===== src/rtl/core/assert_macros.svh =====
// Assertion macros shared by the lexer RTL.
// Depends on clk and rst_n being visible at the point of use.
`ifndef ASSERT_MACROS_SVH
`define ASSERT_MACROS_SVH

// Check a property on every clock edge outside reset.
`define ASSERT_CLK(label, prop, msg) \
  label: assert property (@(posedge clk) disable iff (!rst_n) (prop)) else $error(msg);

// Check a property on every clock edge, reset included.
`define ASSERT_ALWAYS(label, prop, msg) \
  label: assert property (@(posedge clk) (prop)) else $error(msg);

`endif


===== src/rtl/core/cll_pkg.sv =====
// Types, token codes and byte classes for the configuration line lexer.
// No dependencies.
package cll_pkg;

  localparam int CLL_MAX_TOKENS = 3;
  localparam int CLL_QUEUE_DEPTH = 4;

  localparam logic [3:0] KIND_CHAR  = 4'd0;
  localparam logic [3:0] KIND_IDEND = 4'd1;
  localparam logic [3:0] KIND_ENDL  = 4'd2;
  localparam logic [3:0] KIND_DOT   = 4'd3;
  localparam logic [3:0] KIND_EQUAL = 4'd4;
  localparam logic [3:0] KIND_LBRK  = 4'd5;
  localparam logic [3:0] KIND_RBRK  = 4'd6;
  localparam logic [3:0] KIND_LPAR  = 4'd7;
  localparam logic [3:0] KIND_RPAR  = 4'd8;
  localparam logic [3:0] KIND_COMMA = 4'd9;
  localparam logic [3:0] KIND_COLON = 4'd10;
  localparam logic [3:0] KIND_SLASH = 4'd11;
  localparam logic [3:0] KIND_NONE  = 4'd15;

  localparam logic [7:0] CH_NL     = 8'h0A;
  localparam logic [7:0] CH_QUOTE  = 8'h22;
  localparam logic [7:0] CH_HASH   = 8'h23;
  localparam logic [7:0] CH_LPAR   = 8'h28;
  localparam logic [7:0] CH_RPAR   = 8'h29;
  localparam logic [7:0] CH_PLUS   = 8'h2B;
  localparam logic [7:0] CH_COMMA  = 8'h2C;
  localparam logic [7:0] CH_MINUS  = 8'h2D;
  localparam logic [7:0] CH_DOT    = 8'h2E;
  localparam logic [7:0] CH_SLASH  = 8'h2F;
  localparam logic [7:0] CH_0      = 8'h30;
  localparam logic [7:0] CH_9      = 8'h39;
  localparam logic [7:0] CH_COLON  = 8'h3A;
  localparam logic [7:0] CH_EQUAL  = 8'h3D;
  localparam logic [7:0] CH_QMARK  = 8'h3F;
  localparam logic [7:0] CH_UA     = 8'h41;
  localparam logic [7:0] CH_UZ     = 8'h5A;
  localparam logic [7:0] CH_LBRK   = 8'h5B;
  localparam logic [7:0] CH_BSLASH = 8'h5C;
  localparam logic [7:0] CH_RBRK   = 8'h5D;
  localparam logic [7:0] CH_USCORE = 8'h5F;
  localparam logic [7:0] CH_LA     = 8'h61;
  localparam logic [7:0] CH_LZ     = 8'h7A;

  typedef struct packed {
    logic [7:0] char_in;
    logic       line_end;
  } in_word_t;

  typedef struct packed {
    logic [3:0] token_kind;
    logic [7:0] char_out;
    logic       last_of_run;
  } out_word_t;

  typedef struct packed {
    logic [3:0] kind;
    logic [7:0] ch;
  } token_t;

  typedef struct packed {
    logic [1:0]                         count;
    token_t [CLL_MAX_TOKENS-1:0]        tok;
  } entry_t;

  typedef struct packed {
    logic not_empty;
    logic full;
  } q_stat_t;

  function automatic logic is_ident(input logic [7:0] c);
    return (c >= CH_0 && c <= CH_9) || (c >= CH_UA && c <= CH_UZ) ||
           (c >= CH_LA && c <= CH_LZ) || c == CH_USCORE || c == CH_MINUS ||
           c == CH_PLUS || c == CH_QMARK;
  endfunction

  function automatic logic [3:0] punct_kind(input logic [7:0] c);
    logic [3:0] k;
    unique case (c)
      CH_NL:    k = KIND_ENDL;
      CH_DOT:   k = KIND_DOT;
      CH_EQUAL: k = KIND_EQUAL;
      CH_LBRK:  k = KIND_LBRK;
      CH_RBRK:  k = KIND_RBRK;
      CH_LPAR:  k = KIND_LPAR;
      CH_RPAR:  k = KIND_RPAR;
      CH_COMMA: k = KIND_COMMA;
      CH_COLON: k = KIND_COLON;
      CH_SLASH: k = KIND_SLASH;
      default:  k = KIND_NONE;
    endcase
    return k;
  endfunction

endpackage


===== src/rtl/core/config_line_lexer.sv =====
// Configuration line lexer: one byte per word in, one token per word out.
// Tokens of a byte pass through the entry queue and then the registered output stage.
// Throughput: one byte per cycle while the queue is not full and each byte
// yields at most one token; a byte yielding k tokens holds the output port for k
// words, and QUEUE_DEPTH entries of buffering keep input taking bytes meanwhile.
// Reset (synchronous, rst_n low): clears lexer state, queue and output valid.
`include "assert_macros.svh"

module config_line_lexer #(
  parameter int QUEUE_DEPTH = cll_pkg::CLL_QUEUE_DEPTH
) (
  input  logic               clk,
  input  logic               rst_n,
  input  logic               in_valid,
  output logic               in_ready,
  input  cll_pkg::in_word_t  in_word,
  output logic               out_valid,
  input  logic               out_ready,
  output cll_pkg::out_word_t out_word
);
  import cll_pkg::*;

  logic    push, pop;
  entry_t  push_entry, head_entry;
  q_stat_t q_stat;

  assign in_ready = !q_stat.full;

  cll_front u_front (
    .clk        (clk),
    .rst_n      (rst_n),
    .in_valid   (in_valid),
    .in_ready   (in_ready),
    .in_word    (in_word),
    .push       (push),
    .push_entry (push_entry)
  );

  cll_queue #(
    .DEPTH (QUEUE_DEPTH)
  ) u_queue (
    .clk        (clk),
    .rst_n      (rst_n),
    .push       (push),
    .push_entry (push_entry),
    .pop        (pop),
    .head_entry (head_entry),
    .stat       (q_stat)
  );

  cll_back u_back (
    .clk        (clk),
    .rst_n      (rst_n),
    .head_entry (head_entry),
    .stat       (q_stat),
    .pop        (pop),
    .out_valid  (out_valid),
    .out_ready  (out_ready),
    .out_word   (out_word)
  );

  `ASSERT_CLK(a_push_not_full, push |-> !q_stat.full, "push into full queue")
  `ASSERT_CLK(a_pop_not_empty, pop |-> q_stat.not_empty, "pop from empty queue")
  `ASSERT_CLK(a_line_end_pushes, (in_valid && in_ready && in_word.line_end) |-> (push && (push_entry.count != 2'd0)), "line end gave no tokens")
  `ASSERT_CLK(a_char_zero, (out_valid && out_word.token_kind != KIND_CHAR) |-> (out_word.char_out == 8'd0), "non-char token carries a byte")

endmodule


===== src/rtl/core/cll_front.sv =====
// Front end: accepts bytes, tracks quote/escape/identifier/comment state
// and packs the tokens of each byte into one queue entry. Uses cll_pkg.
module cll_front (
  input  logic              clk,
  input  logic              rst_n,
  input  logic              in_valid,
  input  logic              in_ready,
  input  cll_pkg::in_word_t in_word,
  output logic              push,
  output cll_pkg::entry_t   push_entry
);
  import cll_pkg::*;

  logic quote_r, esc_r, chars_r, skip_r;
  logic quote_nxt, esc_nxt, chars_nxt, skip_nxt;
  logic accept;

  token_t     toks [4];
  logic [1:0] n;
  logic [7:0] c;
  logic       ident;
  logic [3:0] pk;

  assign accept = in_valid && in_ready;

  always_comb begin
    c         = in_word.char_in;
    ident     = is_ident(c);
    pk        = punct_kind(c);
    quote_nxt = quote_r;
    esc_nxt   = esc_r;
    chars_nxt = chars_r;
    skip_nxt  = skip_r;
    n         = 2'd0;
    for (int i = 0; i < 4; i++) begin
      toks[i] = '0;
    end

    if (skip_r) begin
    end else if (quote_r) begin
      if (esc_r && (c == CH_QUOTE || c == CH_BSLASH)) begin
        toks[n]   = '{kind: KIND_CHAR, ch: c};
        n         = n + 2'd1;
        chars_nxt = 1'b1;
        esc_nxt   = 1'b0;
      end else if (c == CH_BSLASH && !esc_r) begin
        esc_nxt = 1'b1;
      end else if (c == CH_QUOTE && !esc_r) begin
        quote_nxt = 1'b0;
        toks[n]   = '{kind: KIND_IDEND, ch: 8'd0};
        n         = n + 2'd1;
        chars_nxt = 1'b0;
      end else begin
        toks[n]   = '{kind: KIND_CHAR, ch: c};
        n         = n + 2'd1;
        chars_nxt = 1'b1;
      end
    end else if (!chars_r && c == CH_QUOTE) begin
      quote_nxt = 1'b1;
    end else begin
      if (!ident && chars_r) begin
        toks[n]   = '{kind: KIND_IDEND, ch: 8'd0};
        n         = n + 2'd1;
        chars_nxt = 1'b0;
      end
      if (c == CH_HASH) begin
        skip_nxt = 1'b1;
      end else begin
        if (pk != KIND_NONE) begin
          toks[n] = '{kind: pk, ch: 8'd0};
          n       = n + 2'd1;
        end
        if (ident) begin
          toks[n]   = '{kind: KIND_CHAR, ch: c};
          n         = n + 2'd1;
          chars_nxt = 1'b1;
        end
      end
    end

    if (in_word.line_end) begin
      if (chars_nxt) begin
        toks[n] = '{kind: KIND_IDEND, ch: 8'd0};
        n       = n + 2'd1;
      end
      toks[n]   = '{kind: KIND_ENDL, ch: 8'd0};
      n         = n + 2'd1;
      quote_nxt = 1'b0;
      esc_nxt   = 1'b0;
      chars_nxt = 1'b0;
      skip_nxt  = 1'b0;
    end
  end

  always_comb begin
    push_entry.count = n;
    for (int i = 0; i < CLL_MAX_TOKENS; i++) begin
      push_entry.tok[i] = toks[i];
    end
  end

  assign push = accept && (n != 2'd0);

  always_ff @(posedge clk) begin
    if (!rst_n) begin
      quote_r <= 1'b0;
      esc_r   <= 1'b0;
      chars_r <= 1'b0;
      skip_r  <= 1'b0;
    end else if (accept) begin
      quote_r <= quote_nxt;
      esc_r   <= esc_nxt;
      chars_r <= chars_nxt;
      skip_r  <= skip_nxt;
    end
  end

endmodule


===== src/rtl/core/cll_queue.sv =====
// Small entry queue between the lexer front end and the token serializer.
// Uses cll_pkg for the entry and status types.
module cll_queue #(
  parameter int DEPTH = cll_pkg::CLL_QUEUE_DEPTH
) (
  input  logic            clk,
  input  logic            rst_n,
  input  logic            push,
  input  cll_pkg::entry_t push_entry,
  input  logic            pop,
  output cll_pkg::entry_t head_entry,
  output cll_pkg::q_stat_t stat
);
  import cll_pkg::*;

  localparam int PTR_W = (DEPTH > 1) ? $clog2(DEPTH) : 1;
  localparam int CNT_W = $clog2(DEPTH + 1);
  localparam logic [PTR_W-1:0] LAST_PTR = PTR_W'(DEPTH - 1);
  localparam logic [CNT_W-1:0] FULL_CNT = CNT_W'(DEPTH);

  entry_t           mem_r [DEPTH];
  logic [PTR_W-1:0] wr_ptr_r, rd_ptr_r, wr_ptr_nxt, rd_ptr_nxt;
  logic [CNT_W-1:0] cnt_r, cnt_nxt;

  assign stat.not_empty = (cnt_r != '0);
  assign stat.full      = (cnt_r == FULL_CNT);
  assign head_entry     = mem_r[rd_ptr_r];

  always_comb begin
    wr_ptr_nxt = wr_ptr_r;
    rd_ptr_nxt = rd_ptr_r;
    cnt_nxt    = cnt_r;
    if (push) begin
      wr_ptr_nxt = (wr_ptr_r == LAST_PTR) ? '0 : wr_ptr_r + PTR_W'(1);
    end
    if (pop) begin
      rd_ptr_nxt = (rd_ptr_r == LAST_PTR) ? '0 : rd_ptr_r + PTR_W'(1);
    end
    if (push && !pop) begin
      cnt_nxt = cnt_r + CNT_W'(1);
    end else if (pop && !push) begin
      cnt_nxt = cnt_r - CNT_W'(1);
    end
  end

  always_ff @(posedge clk) begin
    if (push) begin
      mem_r[wr_ptr_r] <= push_entry;
    end
  end

  always_ff @(posedge clk) begin
    if (!rst_n) begin
      wr_ptr_r <= '0;
      rd_ptr_r <= '0;
      cnt_r    <= '0;
    end else begin
      wr_ptr_r <= wr_ptr_nxt;
      rd_ptr_r <= rd_ptr_nxt;
      cnt_r    <= cnt_nxt;
    end
  end

endmodule


===== src/rtl/core/cll_back.sv =====
// Back end: walks the tokens of the head queue entry, one output word per
// cycle while out_ready allows, into a registered output stage. Uses cll_pkg.
module cll_back (
  input  logic              clk,
  input  logic              rst_n,
  input  cll_pkg::entry_t   head_entry,
  input  cll_pkg::q_stat_t  stat,
  output logic              pop,
  output logic              out_valid,
  input  logic              out_ready,
  output cll_pkg::out_word_t out_word
);
  import cll_pkg::*;

  logic [1:0] idx_r, idx_nxt;
  logic       out_valid_r;
  out_word_t  out_word_r;
  logic       load;
  logic       last_tok;
  token_t     cur;

  assign load     = stat.not_empty && (!out_valid_r || out_ready);
  assign last_tok = ((idx_r + 2'd1) == head_entry.count);
  assign pop      = load && last_tok;

  always_comb begin
    unique case (idx_r)
      2'd0:    cur = head_entry.tok[0];
      2'd1:    cur = head_entry.tok[1];
      default: cur = head_entry.tok[2];
    endcase
    idx_nxt = idx_r;
    if (load) begin
      idx_nxt = last_tok ? 2'd0 : idx_r + 2'd1;
    end
  end

  always_ff @(posedge clk) begin
    if (!rst_n) begin
      idx_r       <= 2'd0;
      out_valid_r <= 1'b0;
    end else begin
      idx_r <= idx_nxt;
      if (load) begin
        out_valid_r <= 1'b1;
      end else if (out_ready) begin
        out_valid_r <= 1'b0;
      end
    end
  end

  always_ff @(posedge clk) begin
    if (load) begin
      out_word_r <= '{token_kind: cur.kind, char_out: cur.ch, last_of_run: last_tok};
    end
  end

  assign out_valid = out_valid_r;
  assign out_word  = out_word_r;

endmodule


===== config.mk =====
export PLATFORM = sky130hd
export DESIGN_NAME = config_line_lexer
export DESIGN_NICKNAME = d
export VERILOG_FILES = /design/src/rtl/core/cll_pkg.sv /design/src/rtl/core/config_line_lexer.sv /design/src/rtl/core/cll_front.sv /design/src/rtl/core/cll_queue.sv /design/src/rtl/core/cll_back.sv
export VERILOG_INCLUDE_DIRS = /design/src /design/src/rtl/core
export SDC_FILE = /design/constraint.sdc
export NUM_CORES = 1
export LEC_CHECK = 0
export BUFFER_PORTS_ARGS = -buffer_cell sky130_fd_sc_hd__clkbuf_2
export CORE_AREA = 4 4 118 120
export DETAILED_ROUTE_END_ITERATION = 12
export DIE_AREA = 0 0 122 124
export GPL_TIMING_DRIVEN = 1
export HOLD_SLACK_MARGIN = 0.15
export PLACE_DENSITY = 0.82
export SLEW_MARGIN = 20
export SYNTH_ARGS = -nofsm -noshare
export SYNTH_HDL_FRONTEND = slang
export SYNTH_HIERARCHICAL = 1
export SYNTH_SLANG_ARGS = --single-unit

===== constraint.sdc =====
create_clock -name clk -period 11.7 [get_ports clk]
set_clock_uncertainty 0.2 [all_clocks]
set_input_delay 1.17 -clock clk [delete_from_list [all_inputs] [get_ports clk]]
set_output_delay 1.17 -clock clk [all_outputs]
set_load 0.02 [all_outputs]

==> impl_results.md <==
* Status: completed
* # IOs at 28
* FF/Latch Area at about 0.0053 mm^2
* Hold Crit Depth at 2
* Nets at around 570
* Clk sinks at 181
* H-tree levels at 4
* Unique masters post-synth at 77
* DP Area at 0.00842 mm^2
* FP Rows at 42
* Ys flop type: edfxtp_1
* Async SR Flop Fraction at 0
* CP Cell Sequence: clkbuf_2 -> nor2_1 -> o211ai_1 -> o311ai_0 -> or3_1 -> ha_1 -> or3_1 -> mux2_2 -> nand2_2 -> ha_1 -> nand2_1 -> o21a_1 -> ha_1 -> and2_1 -> a221oi_2 -> ha_1 -> inv_1 -> fa_1 -> xor2_1 -> or3_1 -> a21boi_0
* Min Tclk post-route at 6.38 ns
* Detailed Place HPWL at 9900 um
* Crit share post-route at 0.546
* Leak at 0.00307 uW
* Core ar. at 0.0130 mm^2
* Tot GR Track Use at 0.242
* CTS resizes at 0
* Setup slack, reg-to-reg at 6.76 ns
* Slowest stage delay, CP at 0.54 ns
* Register bit count reported by yosys at ~180
* Max_cap viols at 0
* CP arrival at 6.53 ns
* Setup WS pre-CTS at 4.90 ns
* Mapped Area at just over 0.008 mm^2
* PD cells at 205 mW/mm^2
* Final worst setup slack at 5.32 ns
* Hold_ws at 0.276 ns
* Setup bufs post-CTS at 0
* First-pass GRT wire length at 26500 um
* Share of the synthesized area in the top cell type at 0.600
* # setup viols final at 0
* Number of synthesized flops with an enable pin at ~170
* Slew @ Worst Pin at 1.14 ns
* Critical Path Slowest Stage Cell: or3_1
* Yosys synthesis warning count at 6
* Area contributors post-synth: edfxtp_1 (60%), mux4_2 (10%), dfxtp_1 (3.9%)
* Startpoint types: primary input
* HP Start: u_back/idx_r[1]$_SDFFE_PN0P_
* Drt pass-1 iters at 5
* Max FO, Critical Path at 18
* Final hold violation count at 0
* Largest net degree at the start of global routing at 39
* Number of global-route vias before repair at 4681
* DR vias/cell at approximately 6.4
* Count leader, synth: edfxtp_1
* Fmax at roughly 160 MHz
* Crit path kind: in -> reg
* Initial Util at 0.636
* Clk root buf: clkbuf_16
* Pwr Total at 1840 uW
* Crit Reg-Reg Endpoint: u_queue/cnt_r[2]$_SDFFE_PN0P_
* Final instance area at 0.00900 mm^2
* Buf/Inv on CP at 2
* Average routed wire per standard cell at 23.1 um
* Filler instances at 849
* Buffers on Ports at 27
* Synth Instances at 521
* GP Congestion at 0.872
* Antenna diode count at 0
* Layout cells sized above 1 at 0.224
* Post-route DRC at 0
* WL final at approximately 17000 um
* Number of antenna violations at the first check in global routing at 0
* Hold endpoint: u_back/idx_r[1]$_SDFFE_PN0P_
* Die Wd at 122 um
* Slew HR at 0.235
* Remaining global-route overflow at 0
* Critical path endpoint category: register
* Chip height at roughly 120 um
* Top cells by count, synth: edfxtp_1 (165), nand2_1 (44), mux4_2 (38), and2_1 (28)
* Multi-input logic area at 0.00271 mm^2
* Num CTS Buffers at 17
* Crit path top cell by count: ha_1
* Family with the most delay on the worst path: simple AND/OR/NAND/NOR gates
* Synth area leader: edfxtp_1
* Critical R2R Launch: u_front/chars_r$_SDFFE_PN0P_
* Clock transition at path regs at around 0.06 ns
* Worst EP required at 11.85 ns
* Hold-fix buffers at CTS at 0
* Final Slew Violations at 0
* Max Root-Sink Buffers at 2
* First DRT Iteration DRCs at 387
* Sequential share of the synthesized area at 0.639
* Setup tns final at 0 ns
* Vias at around 4.7k
* Hold Crit Class: reg -> reg
* Die area at 0.0151 mm^2
* Worst vdd ir at 0.000101 V
* Post-route ant nets at 0
* Worst R2R Path Depth at 18
* Worst skew pair latency at 0.42 ns
* Area delta synth->final at 8.92%
* Unrepaired setup endpoints after global routing: no
* CTS tree: yes
* Average cell area after synthesis at 15.9 um^2
==> tightest hold or removal path, stage by stage, from the launching register on <==
cell     delay [ns]
dfxtp_1        0.31
nand2_1        0.05
o22ai_1        0.07
==> report_power, final <==
group,switching [uW],total (uW),internal [uW]
combinational,273,455,181
sequential,28.7,836,807
clock,222,553,331
==> how the worst max path moves through the flow <==
stage               start                            end  slack [ns]  cells after the start
2_1_floorplan  in_word[1]  u_queue/mem_r[0][0]$_DFFE_PP_        5.30                     18
3_3_place_gp   in_word[7]  u_queue/cnt_r[2]$_SDFFE_PN0P_        5.10                     21
3_5_place_dp   in_word[2]  u_queue/cnt_r[2]$_SDFFE_PN0P_        4.90                     21
4_1_cts        in_word[2]  u_queue/cnt_r[2]$_SDFFE_PN0P_        5.33                     21
5_1_grt        in_word[4]  u_queue/cnt_r[2]$_SDFFE_PN0P_        4.92                     20
6_report       in_word[2]  u_queue/cnt_r[2]$_SDFFE_PN0P_        5.32                     21
==> state kept, by name, summed over array words and instances (netlist names), named ones only <==
name and flops:
u_front/skip_r 1, u_back/out_valid 1, u_back/idx_r 2, u_queue/rd_ptr_r 2
u_front/esc_r 1, u_queue/wr_ptr_r 2, u_back/out_word 13, u_queue/cnt_r 3
u_front/chars_r 1, u_front/quote_r 1, u_queue/mem_r 152
==> layout make-up <==
cell class,count,share of cell area
flip-flops and latches,181,0.587
multi-input cells,294,0.301
clock buffers,19,0.0481
well taps,176,0.0245
repair buffers,29,0.0167
clock inverters,13,0.0154
inverters,18,0.00751
==> logic make-up after synthesis <==
| group | count (synthesis) | synth area share |
|---|---|---|
| buffers and inverters | 49 | 0.0351 |
| AND/OR/NAND/NOR | 156 | 0.108 |
| multiplexers | 44 | 0.111 |
| AO/OA/AOI/OAI | 64 | 0.0691 |
| flip-flops | 181 | 0.639 |
| other | 1 | 0.000454 |
| XOR/XNOR | 8 | 0.00939 |
| adder cells (fa/ha/maj) | 18 | 0.0282 |
==> placed cells by master (no fill, tap or decap), drive strengths merged, types with 5 or more instances in the layout <==
master  instances
and2           28
clkbuf         46
nand2          45
ha             17
inv            18
nor2b          11
edfxtp        165
a21oi           9
o21ai           8
and3            8
nor4            5
dfxtp          16
mux2i           5
a31oi           5
nor3            6
clkinv          8
nor2           17
or3             9
mux4           38
a22oi          13
==> stage by stage <==
step	utilization	instances
3_3_place_gp	0.649	698
4_1_cts	0.693	730
6_report	0.693	730
5_1_grt	0.693	730
2_1_floorplan	-	524
3_5_place_dp	0.649	698
==> per-layer routing <==
layer	up-vias	global-route usage	routed length (um)
met5	-	0	0
li1	2062	-	-
met1	2320	0.325	6870
met2	247	0.383	8330
met4	0	0.107	482
met3	36	0.0577	1200
(Power assumes the default switching activity.)
